===== src/hw/rtl/tcd_pkg.sv =====
// Shared types and byte codes for the telnet command deframer.
`default_nettype none

package tcd_pkg;

  // Telnet protocol byte codes
  localparam logic [7:0] CodeIac  = 8'd255;
  localparam logic [7:0] CodeDont = 8'd254;
  localparam logic [7:0] CodeDo   = 8'd253;
  localparam logic [7:0] CodeWont = 8'd252;
  localparam logic [7:0] CodeWill = 8'd251;
  localparam logic [7:0] CodeSb   = 8'd250;
  localparam logic [7:0] CodeSe   = 8'd240;
  localparam logic [7:0] CodeLf   = 8'd10;
  localparam logic [7:0] CodeNul  = 8'd0;

  // Configuration register indexes
  localparam int unsigned CfgIdxW = 2;
  localparam logic [CfgIdxW-1:0] CfgDropNull     = 2'd0;
  localparam logic [CfgIdxW-1:0] CfgDropLineFeed = 2'd1;

  typedef enum logic [1:0] {
    KIND_DATA  = 2'd0,
    KIND_CMD   = 2'd1,
    KIND_PARAM = 2'd2,
    KIND_END   = 2'd3
  } kind_e;

  typedef struct packed {
    kind_e      kind;
    logic [7:0] data;
    logic [1:0] command;
    logic [7:0] sb_option;
  } result_t;

  typedef struct packed {
    logic drop_null;
    logic drop_line_feed;
  } filter_cfg_t;

endpackage

`default_nettype wire


===== src/hw/rtl/tcd_parse.sv =====
// Parser state machine: phase and subnegotiation option, one byte per cycle while item_valid_i is high.
`default_nettype none

module tcd_parse
  import tcd_pkg::*;
(
  input  wire logic        clk_i,
  input  wire logic        rst_ni,
  input  wire logic        item_valid_i,
  input  wire logic [7:0]  byte_i,
  input  wire filter_cfg_t cfg_i,
  output logic             res_valid_o,
  output result_t          res_o
);

  localparam logic [2:0] PhIdle  = 3'd0;
  localparam logic [2:0] PhIac   = 3'd1;
  localparam logic [2:0] PhDont  = 3'd2;
  localparam logic [2:0] PhDo    = 3'd3;
  localparam logic [2:0] PhWont  = 3'd4;
  localparam logic [2:0] PhWill  = 3'd5;
  localparam logic [2:0] PhSbOpt = 3'd6;
  localparam logic [2:0] PhSbPar = 3'd7;

  logic [2:0] phase_q, phase_d;
  logic [7:0] sb_opt_q, sb_opt_d;
  logic       emit;
  logic       filtered;

  assign filtered = (byte_i == CodeNul && cfg_i.drop_null) ||
                    (byte_i == CodeLf && cfg_i.drop_line_feed);

  always_comb begin
    phase_d   = phase_q;
    sb_opt_d  = sb_opt_q;
    emit      = 1'b0;
    res_o     = '{kind: KIND_DATA, data: byte_i, command: 2'd0, sb_option: 8'd0};
    unique case (phase_q)
      PhIdle: begin
        if (byte_i == CodeIac) begin
          phase_d = PhIac;
        end else begin
          emit = !filtered;
        end
      end
      PhIac: begin
        phase_d = PhIdle;
        priority case (byte_i)
          CodeIac:  emit = 1'b1;  // escaped 255, never filtered
          CodeDont: phase_d = PhDont;
          CodeDo:   phase_d = PhDo;
          CodeWont: phase_d = PhWont;
          CodeWill: phase_d = PhWill;
          CodeSb:   phase_d = PhSbOpt;
          default:  phase_d = PhIdle;
        endcase
      end
      PhSbOpt: begin
        sb_opt_d = byte_i;
        phase_d  = PhSbPar;
      end
      PhSbPar: begin
        emit            = 1'b1;
        res_o.sb_option = sb_opt_q;
        if (byte_i == CodeSe) begin
          phase_d    = PhIdle;
          res_o.kind = KIND_END;
          res_o.data = 8'd0;
        end else begin
          res_o.kind = KIND_PARAM;
        end
      end
      PhDont, PhDo, PhWont, PhWill: begin
        phase_d       = PhIdle;
        emit          = 1'b1;
        res_o.kind    = KIND_CMD;
        res_o.command = 2'(phase_q - PhDont);
      end
    endcase
  end

  assign res_valid_o = item_valid_i && emit;

  always_ff @(posedge clk_i or negedge rst_ni) begin
    if (!rst_ni) begin
      phase_q  <= PhIdle;
      sb_opt_q <= 8'd0;
    end else if (item_valid_i) begin
      phase_q  <= phase_d;
      sb_opt_q <= sb_opt_d;
    end
  end

endmodule

`default_nettype wire


===== src/hw/rtl/tcd_out_stage.sv =====
// Result register with valid/stall handshake toward the consumer.
`default_nettype none

module tcd_out_stage
  import tcd_pkg::*;
(
  input  wire logic    clk_i,
  input  wire logic    rst_ni,
  input  wire logic    res_valid_i,
  input  wire result_t res_i,
  output logic         ready_o,
  output logic         out_valid_o,
  input  wire logic    out_stall_i,
  output result_t      out_o
);

  logic    valid_q, valid_d;
  result_t res_q;

  // Free when empty or when the held result transfers this cycle
  assign ready_o = !valid_q || !out_stall_i;
  assign valid_d = ready_o ? res_valid_i : valid_q;

  always_ff @(posedge clk_i or negedge rst_ni) begin
    if (!rst_ni) begin
      valid_q <= 1'b0;
    end else begin
      valid_q <= valid_d;
    end
  end

  always_ff @(posedge clk_i) begin
    if (ready_o && res_valid_i) begin
      res_q <= res_i;
    end
  end

  assign out_valid_o = valid_q;
  assign out_o       = res_q;

endmodule

`default_nettype wire


===== src/hw/rtl/telnet_command_deframer.sv =====
// Top level of the telnet receive-side command deframer.
//
//  channel | direction | handshake             | payload
//  --------+-----------+-----------------------+-------------------------------------
//  in      | input     | in_valid_i/in_stall_o | rx_byte_i
//  out     | output    | out_valid_o/out_stall_i | out_kind_o, out_byte_o,
//          |           |                       | out_command_o, out_sb_option_o
//  cfg     | input     | cfg_we_i              | cfg_index_i, cfg_data_i
//
// One byte is taken per cycle while in_stall_o is low; a byte's result, if it
// has one, is offered once the byte has passed the input register and then
// the result register. The parser phase and subnegotiation option advance
// as a byte leaves the input register, so while the output is not stalled
// the throughput is one byte per cycle with no bubbles.
// A stalled output holds the result register; the input register fills and
// then in_stall_o rises until the result transfers.
// Reset clears both filters, the parser phase and the stored option.
`default_nettype none

module telnet_command_deframer
  import tcd_pkg::*;
(
  input  wire logic               clk_i,
  input  wire logic               rst_ni,
  // input byte channel
  input  wire logic               in_valid_i,
  output logic                    in_stall_o,
  input  wire logic [7:0]         rx_byte_i,
  // result channel
  output logic                    out_valid_o,
  input  wire logic               out_stall_i,
  output logic [1:0]              out_kind_o,
  output logic [7:0]              out_byte_o,
  output logic [1:0]              out_command_o,
  output logic [7:0]              out_sb_option_o,
  // configuration writes
  input  wire logic               cfg_we_i,
  input  wire logic [CfgIdxW-1:0] cfg_index_i,
  input  wire logic               cfg_data_i
);

  filter_cfg_t cfg_q;
  logic        in_valid_q;
  logic [7:0]  in_byte_q;
  logic        in_accept;
  logic        stage_ready;
  logic        item_fire;
  logic        res_valid;
  result_t     res;
  result_t     out_res;

  // Filter registers; writes past the register list are dropped
  always_ff @(posedge clk_i or negedge rst_ni) begin
    if (!rst_ni) begin
      cfg_q <= '0;
    end else if (cfg_we_i) begin
      if (cfg_index_i == CfgDropNull) begin
        cfg_q.drop_null <= cfg_data_i;
      end
      if (cfg_index_i == CfgDropLineFeed) begin
        cfg_q.drop_line_feed <= cfg_data_i;
      end
    end
  end

  // Input register: holds a byte while the result register is blocked
  assign in_stall_o = in_valid_q && !stage_ready;
  assign in_accept  = in_valid_i && !in_stall_o;
  assign item_fire  = in_valid_q && stage_ready;

  always_ff @(posedge clk_i or negedge rst_ni) begin
    if (!rst_ni) begin
      in_valid_q <= 1'b0;
    end else if (!in_stall_o) begin
      in_valid_q <= in_valid_i;
    end
  end

  always_ff @(posedge clk_i) begin
    if (in_accept) begin
      in_byte_q <= rx_byte_i;
    end
  end

  tcd_parse u_parse (
    .clk_i        (clk_i),
    .rst_ni       (rst_ni),
    .item_valid_i (item_fire),
    .byte_i       (in_byte_q),
    .cfg_i        (cfg_q),
    .res_valid_o  (res_valid),
    .res_o        (res)
  );

  tcd_out_stage u_out_stage (
    .clk_i       (clk_i),
    .rst_ni      (rst_ni),
    .res_valid_i (res_valid),
    .res_i       (res),
    .ready_o     (stage_ready),
    .out_valid_o (out_valid_o),
    .out_stall_i (out_stall_i),
    .out_o       (out_res)
  );

  assign out_kind_o      = out_res.kind;
  assign out_byte_o      = out_res.data;
  assign out_command_o   = out_res.command;
  assign out_sb_option_o = out_res.sb_option;

endmodule

`default_nettype wire


===== config.mk =====
export PLATFORM = sky130hd
export DESIGN_NAME = telnet_command_deframer
export DESIGN_NICKNAME = d
export VERILOG_FILES = /design/src/hw/rtl/tcd_pkg.sv /design/src/hw/rtl/tcd_parse.sv /design/src/hw/rtl/tcd_out_stage.sv /design/src/hw/rtl/telnet_command_deframer.sv
export SDC_FILE = /design/constraint.sdc
export NUM_CORES = 1
export LEC_CHECK = 0
export BUFFER_PORTS_ARGS = -buffer_cell sky130_fd_sc_hd__buf_2
export CORE_AREA = 2 2 65 67
export CTS_CLUSTER_SIZE = 28
export DETAILED_ROUTE_END_ITERATION = 8
export DIE_AREA = 0 0 67 69
export PLACE_DENSITY = 0.79
export SETUP_SLACK_MARGIN = 0.3
export SLEW_MARGIN = 20
export SYNTH_ARGS = -nofsm -noshare
export SYNTH_HDL_FRONTEND = slang
export SYNTH_HIERARCHICAL = 1
export SYNTH_SLANG_ARGS = --single-unit
export TNS_END_PERCENT = 10

===== constraint.sdc =====
create_clock -name clk_i -period 2.18 [get_ports clk_i]
set_input_delay 0.436 -clock clk_i [delete_from_list [all_inputs] [get_ports clk_i]]
set_output_delay 0.436 -clock clk_i [all_outputs]
set_load 0.02 [all_outputs]

# After elaboration in Yosys (flattened, before gate mapping)
# Cells that the tools add are included.
[totals]
in_bits = 16
out_inout_bits = 22
elab_cells = 64
reg_bits = 43
[op_classes]
add_sub_neg = 1
eq_ne = 18
reduce_logical = 23
n_mux = 11
[op_table]
columns = ["op", "n"]
rows = [
  ["$eq A8 B8 Y1 const B", 7],
  ["$pmux W3 S5", 2],
  ["$mux W8", 2],
  ["$eq A3 B3 Y1 const B", 4],
  ["$eq A8 B4 Y1 const B", 1],
  ["$logic_not A8 Y1", 1],
  ["$logic_and A1 B1 Y1", 7],
  ["$eq A3 B2 Y1 const B", 2],
  ["$mux W3", 2],
  ["$reduce_and A2 Y1", 3],
  ["$logic_not A1 Y1", 5],
  ["$reduce_or A5 Y1", 1],
  ["$ne A2 B1 Y1 const B", 2],
  ["$pmux W2 S2", 1],
  ["$reduce_or A4 Y1", 1],
  ["$eq A3 B1 Y1 const B", 1],
  ["$logic_not A3 Y1", 1],
  ["$mux W1", 3],
  ["$pmux W1 S3", 1],
  ["$reduce_and A3 Y1", 1],
  ["$eq A2 B1 Y1 const B", 1],
  ["$logic_not A2 Y1", 1],
  ["$logic_or A1 B1 Y1", 2],
  ["$sub A2 B2 Y2 const B", 1],
]

# Logic depth before layout (Yosys ltp)
[logic_depth]
ltp_word = 8
depth_mapped = 6
ltp_nobuf = 6

# Cells and area by module
# The synthesis kept the hierarchy.
[modules_own_cells]
columns = ["module", "area_each_um2", "seq_area_each_um2", "cells_per_inst", "instances"]
rows = [
  ["tcd_parse", 788.3, 275.3, 82, 1],
  ["tcd_out_stage", 648.1, 625.6, 24, 1],
  ["telnet_command_deframer", 390.4, 315.3, 20, 1],
]

# Least setup slack after synthesis
# Ideal clock, no wire load.
[synth_timing]
kind = "reg2reg"
start = "reg in_byte_q[1]"
end = "reg u_out_stage.res_q (netlist bit u_out_stage/out_o[0]) (enable)"
period_less_slack_ns = 2.115
setup_slack_ns = 0.065
stages_incl_launch_ff = 7
path_buffers = 1
t_required_ns = 1.797
arrival_ns = 1.731
setup_ns = 0.383
cell_sequence = "edfxtp_1 -> buf_6 -> and3_1 -> o211ai_1 -> o2111ai_1 -> a31oi_1 -> a21boi_2"
[synth_between]
elab_chain_cells = 8
word_cells_on_any_way = 12
classes_between = "eq/ne (2); mux (3); reduce/logical (7)"
[synth_rtl]
columns = ["item", "line", "rtl"]
rows = [
  ["start: declaration", "telnet_command_deframer.sv:44", "logic [7:0] in_byte_q;"],
  ["start signal: assignment", "telnet_command_deframer.sv:81", "in_byte_q <= rx_byte_i;"],
  ["$eq A8 B4 Y1 / $logic_not A8 Y1 (equally long branches)", "tcd_parse.sv:31, tcd_parse.sv:30", ""],
  ["$logic_and A1 B1 Y1, on equally long branches", "tcd_parse.sv:31, tcd_parse.sv:30", ""],
  ["$logic_or A1 B1 Y1", "tcd_parse.sv:30", "assign filtered = (byte_i == CodeNul && cfg_i.drop_null) ||"],
  ["$logic_not A1 Y1", "tcd_parse.sv:43", "emit = !filtered;"],
  ["$mux W1", "tcd_parse.sv:40", "if (byte_i == CodeIac) begin"],
  ["$pmux W1 S3 *", "tcd_parse.sv:38", "unique case (phase_q)"],
  ["$logic_and A1 B1 Y1 *", "tcd_parse.sv:82", "assign res_valid_o = item_valid_i && emit;"],
  ["net res_valid", "telnet_command_deframer.sv:48", "logic res_valid;"],
  ["$logic_and A1 B1 Y1 *", "tcd_out_stage.sv:33", "if (ready_o && res_valid_i) begin"],
  ["end signal: assignment", "tcd_out_stage.sv:34", "res_q <= res_i;"],
  ["end: declaration", "tcd_out_stage.sv:18", "result_t res_q;"],
]
# The timed path passes the listed nets; every way through them passes the cells marked *.
# A chain may end at the register's enable or synchronous reset.

# Worst setup path after layout
[layout_timing]
start = "reg in_byte_q[2]"
end = "reg u_out_stage.res_q (netlist bit u_out_stage/out_o[17]) (enable)"
# Same word-level chain as after synthesis.

==> flow_summary_export.csv <==
group,metric,value,unit
global_route,grt_overflow_total,0,
global_route,grt_pass1_wl,4900,um
logic_synthesis,synthArstFlopShare,34.9,%
finish,syn_to_final_growth,22.8,%
detailed_routing,vias_per_cell,4.95,
timing,skew,5.67,ps
min_path,min_path_type,"input pin to async pin",
timing,min_period,1880,ps
placement,io_buffers,37,
floorplanning,rows,23,
power_and_ir_drop,power.density,812,nW/um2
timing,finalCritPeriodShare,86.1,%
global_route,grt_max_degree,21,
floorplanning,die_h,69,um
logic_synthesis,avgSynthCellArea,14.5,um2
setup_path,crit_path_end_kind,"register",
setup_path,r2r_end,"u_out_stage/out_o[17]",
timing,worst_pin_slew,343,ps
floorplanning,start_util,46.7,%
detailed_routing,drtIter0Drc,19,
clocking,cts_buffers,5,
clocking,cts_hold_buf,0,
timing,final_hold_viol_count,0,
detailed_routing,antenna_left,0,
finish,fin_nets,190,
logic_synthesis,synth-edff-count,28,
global_route,antenna_found_initial,0,
finish,post-route-util,57.3,%
logic_synthesis,synth_warnings,6,
finish,drive_gt1_share,44.6,%
setup_path,worstReg2RegStart,"in_byte_q[2]",
logic_synthesis,syn_nets,142,
setup_path,reg2reg_slack,300,ps
logic_synthesis,synth_seq_cells,43,
clocking,cts_buffer_depth,2,
placement,dp_hpwl,2150,um
logic_synthesis,synth_area,1830,um2
finish,finalInstanceArea,2240,um2
logic_synthesis,ys_types,40,
timing,rsz0062_at_grt,"yes",
floorplanning,fp.dieW,67,um
power_and_ir_drop,seqPwrFrac,54.1,%
setup_path,cp.required,2190,ps
detailed_routing,vias,1113,
finish,fill_cells,335,
setup_path,crit_path_start_kind,"register",
global_route,first_global_vias,1079,
logic_synthesis,synth_flop_cell,"edfxtp_1",
logic_synthesis,synth_most_common_cell,"edfxtp_1",
logic_synthesis,synth_top_cells_by_count,"edfxtp_1 (28), dfrtp_1 (15), and2_1 (14), mux2_2 (9), nor2_1 (9)",
clocking,ctsResizeCount,0,
placement,placed_cell_area,2060,um2
setup_path,worst_ep_arrival_time,1880,ps
logic_synthesis,syn_inst,126,
clocking,cts_max_level,2,
timing,max_freq,0.533,GHz
outcome,status,"finished, final reports clean",
job,drv_cap,0,
clocking,root_buffer,"clkbuf_8",
power_and_ir_drop,cell_internal_pwr,1.39,mW
clocking,cts.clk_slew.worst_paths,80,ps
power_and_ir_drop,p_leak,0.966,nW
clocking,cts_sinks,43,
global_route,grt.total_usage,14.1,%
timing,slew_viol_final,0,
logic_synthesis,ys_seq_area_share,66.6,%
power_and_ir_drop,clkPwrFrac,32.9,%
floorplanning,die-area,4620,um2
timing,whs,36.2,ps
timing,finalSetupTns,0,ps
floorplanning,io_pins,38,
timing,relSlewSlack,77.1,%
logic_synthesis,yosys-top-cells-area,"edfxtp_1 (46%), dfrtp_1 (21%), mux2_2 (5.5%)",
power_and_ir_drop,p_sw_share,23.5,%
detailed_routing,postRouteWirelength,2980,um
logic_synthesis,synth_top_area_share,46.0,%
timing,setup_viol,0,
clocking,insertion_delay,290,ps
finish,n_antenna_cell,0,
detailed_routing,dr.pass1.iters,4,
setup_path,path_class,"register to register",
setup_path,r2r_cells,6,
power_and_ir_drop,p_sw,0.428,mW
power_and_ir_drop,irDropWorstVdd,0.553,mV
logic_synthesis,yosys.area.top_type,"edfxtp_1",
power_and_ir_drop,comb_power_share,12.9,%
floorplanning,fp.coreArea,3910,um2
detailed_routing,wl_per_cell,13.2,um
setup_path,crit_path_max_fanout,20,
clocking,tritoncts,"yes",
detailed_routing,drc,0,
placement,gp_congestion,0.833,
[metrics by stage]
step | setup WS [ps] | std cells | power (mW)
final | 303 | 225 | 1.82
after global routing | 217 | 225 | 1.91
after CTS | 313 | 220 | 1.83
after detailed placement | 252 | 208 | 1.23
after global placement | 291 | 208 | 1.22
after floorplan | 239 | 126 | 1.14
[kinds of logic (layout without fill, tap and decap cells)]
logic type                after synthesis  in the layout  synth area share [%]
and+or+nand+nor                        49             49                  17.3
AOI/OAI and AO/OA                      11             11                  5.07
DFF                                    43             43                  66.6
buffers and inverters                  10             59                  3.08
muxes                                  12             12                  7.53
xor gates and xnor gates                1              1                 0.480
[repair_timing]
item,4_1_cts,5_1_grt
endpoints found under the setup margin,20,24
hold endpoints to repair,0,0
setup buffers,4,5
pin swaps,0,0
[state kept, by name, indices dropped and copies added (netlist names)]
signal,count
u_parse/phase_q,3
u_out_stage/out_valid_o,1
u_parse/sb_opt_q,8
in_byte_q,8
u_out_stage/out_o,20
cfg_q,2
in_valid_q,1
[placed cells by master, fill, tap and decap left out, types with 2 or more instances in the layout]
master     instances
clkbuf_8           5
buf_2             37
edfxtp_1          28
nand2_1            8
o221a_2            2
nand3b_1           2
and2_1            14
buf_4             10
nand2b_1           2
inv_1              3
dfrtp_1           15
o2111ai_1          2
nor2_1             9
mux2_2             9
[cell type report]
type / instances / area (um2) / area share, %
clock buffer: 5 / 68.8 / 3.07
clock inverter: 3 / 42.5 / 1.90
inverter: 3 / 11.3 / 0.502
multi-input combinational: 73 / 562 / 25.0
sequential: 43 / 1220 / 54.2
tap: 50 / 62.6 / 2.79
timing repair buffer: 48 / 280 / 12.5
[worst max path at each step]
stage | start | slack, ps | endpoint
floorplan | in_byte_q[1] | 240 | u_out_stage/out_o[0]
global placement | in_byte_q[1] | 290 | u_out_stage/out_o[16]
detailed placement | in_byte_q[1] | 250 | u_out_stage/out_o[4]
CTS | in_byte_q[2] | 310 | u_out_stage/out_o[10]
global route | in_byte_q[1] | 220 | u_out_stage/out_o[14]
finish | in_byte_q[2] | 300 | u_out_stage/out_o[17]
[metal layers]
layer	share of wire, %	global-route usage [%]	routed length, um
met3	5.0	2.94	150
met1	42	17.2	1240
met5	0	0	0
met4	2.3	7.03	69
met2	51	23.3	1520
[power by group through the flow]
stage | combinational [mW] | sequential [mW] | clock, mW
floorplan | 0.0969 | 1.05 | 0
global placement | 0.213 | 1.00 | 0
detailed placement | 0.217 | 1.01 | 0
CTS | 0.227 | 0.988 | 0.617
global route | 0.255 | 0.994 | 0.660
finish | 0.235 | 0.986 | 0.600
[worst max-delay path, cell delays in order, from the launching register on]
cell	delay, ps
edfxtp_1	510
nand4_1	170
nor2_1	210
nand2_1	80
a31oi_1	210
a21boi_4	230
buf_12	170
Note: power is estimated with default switching activity, not from simulation.
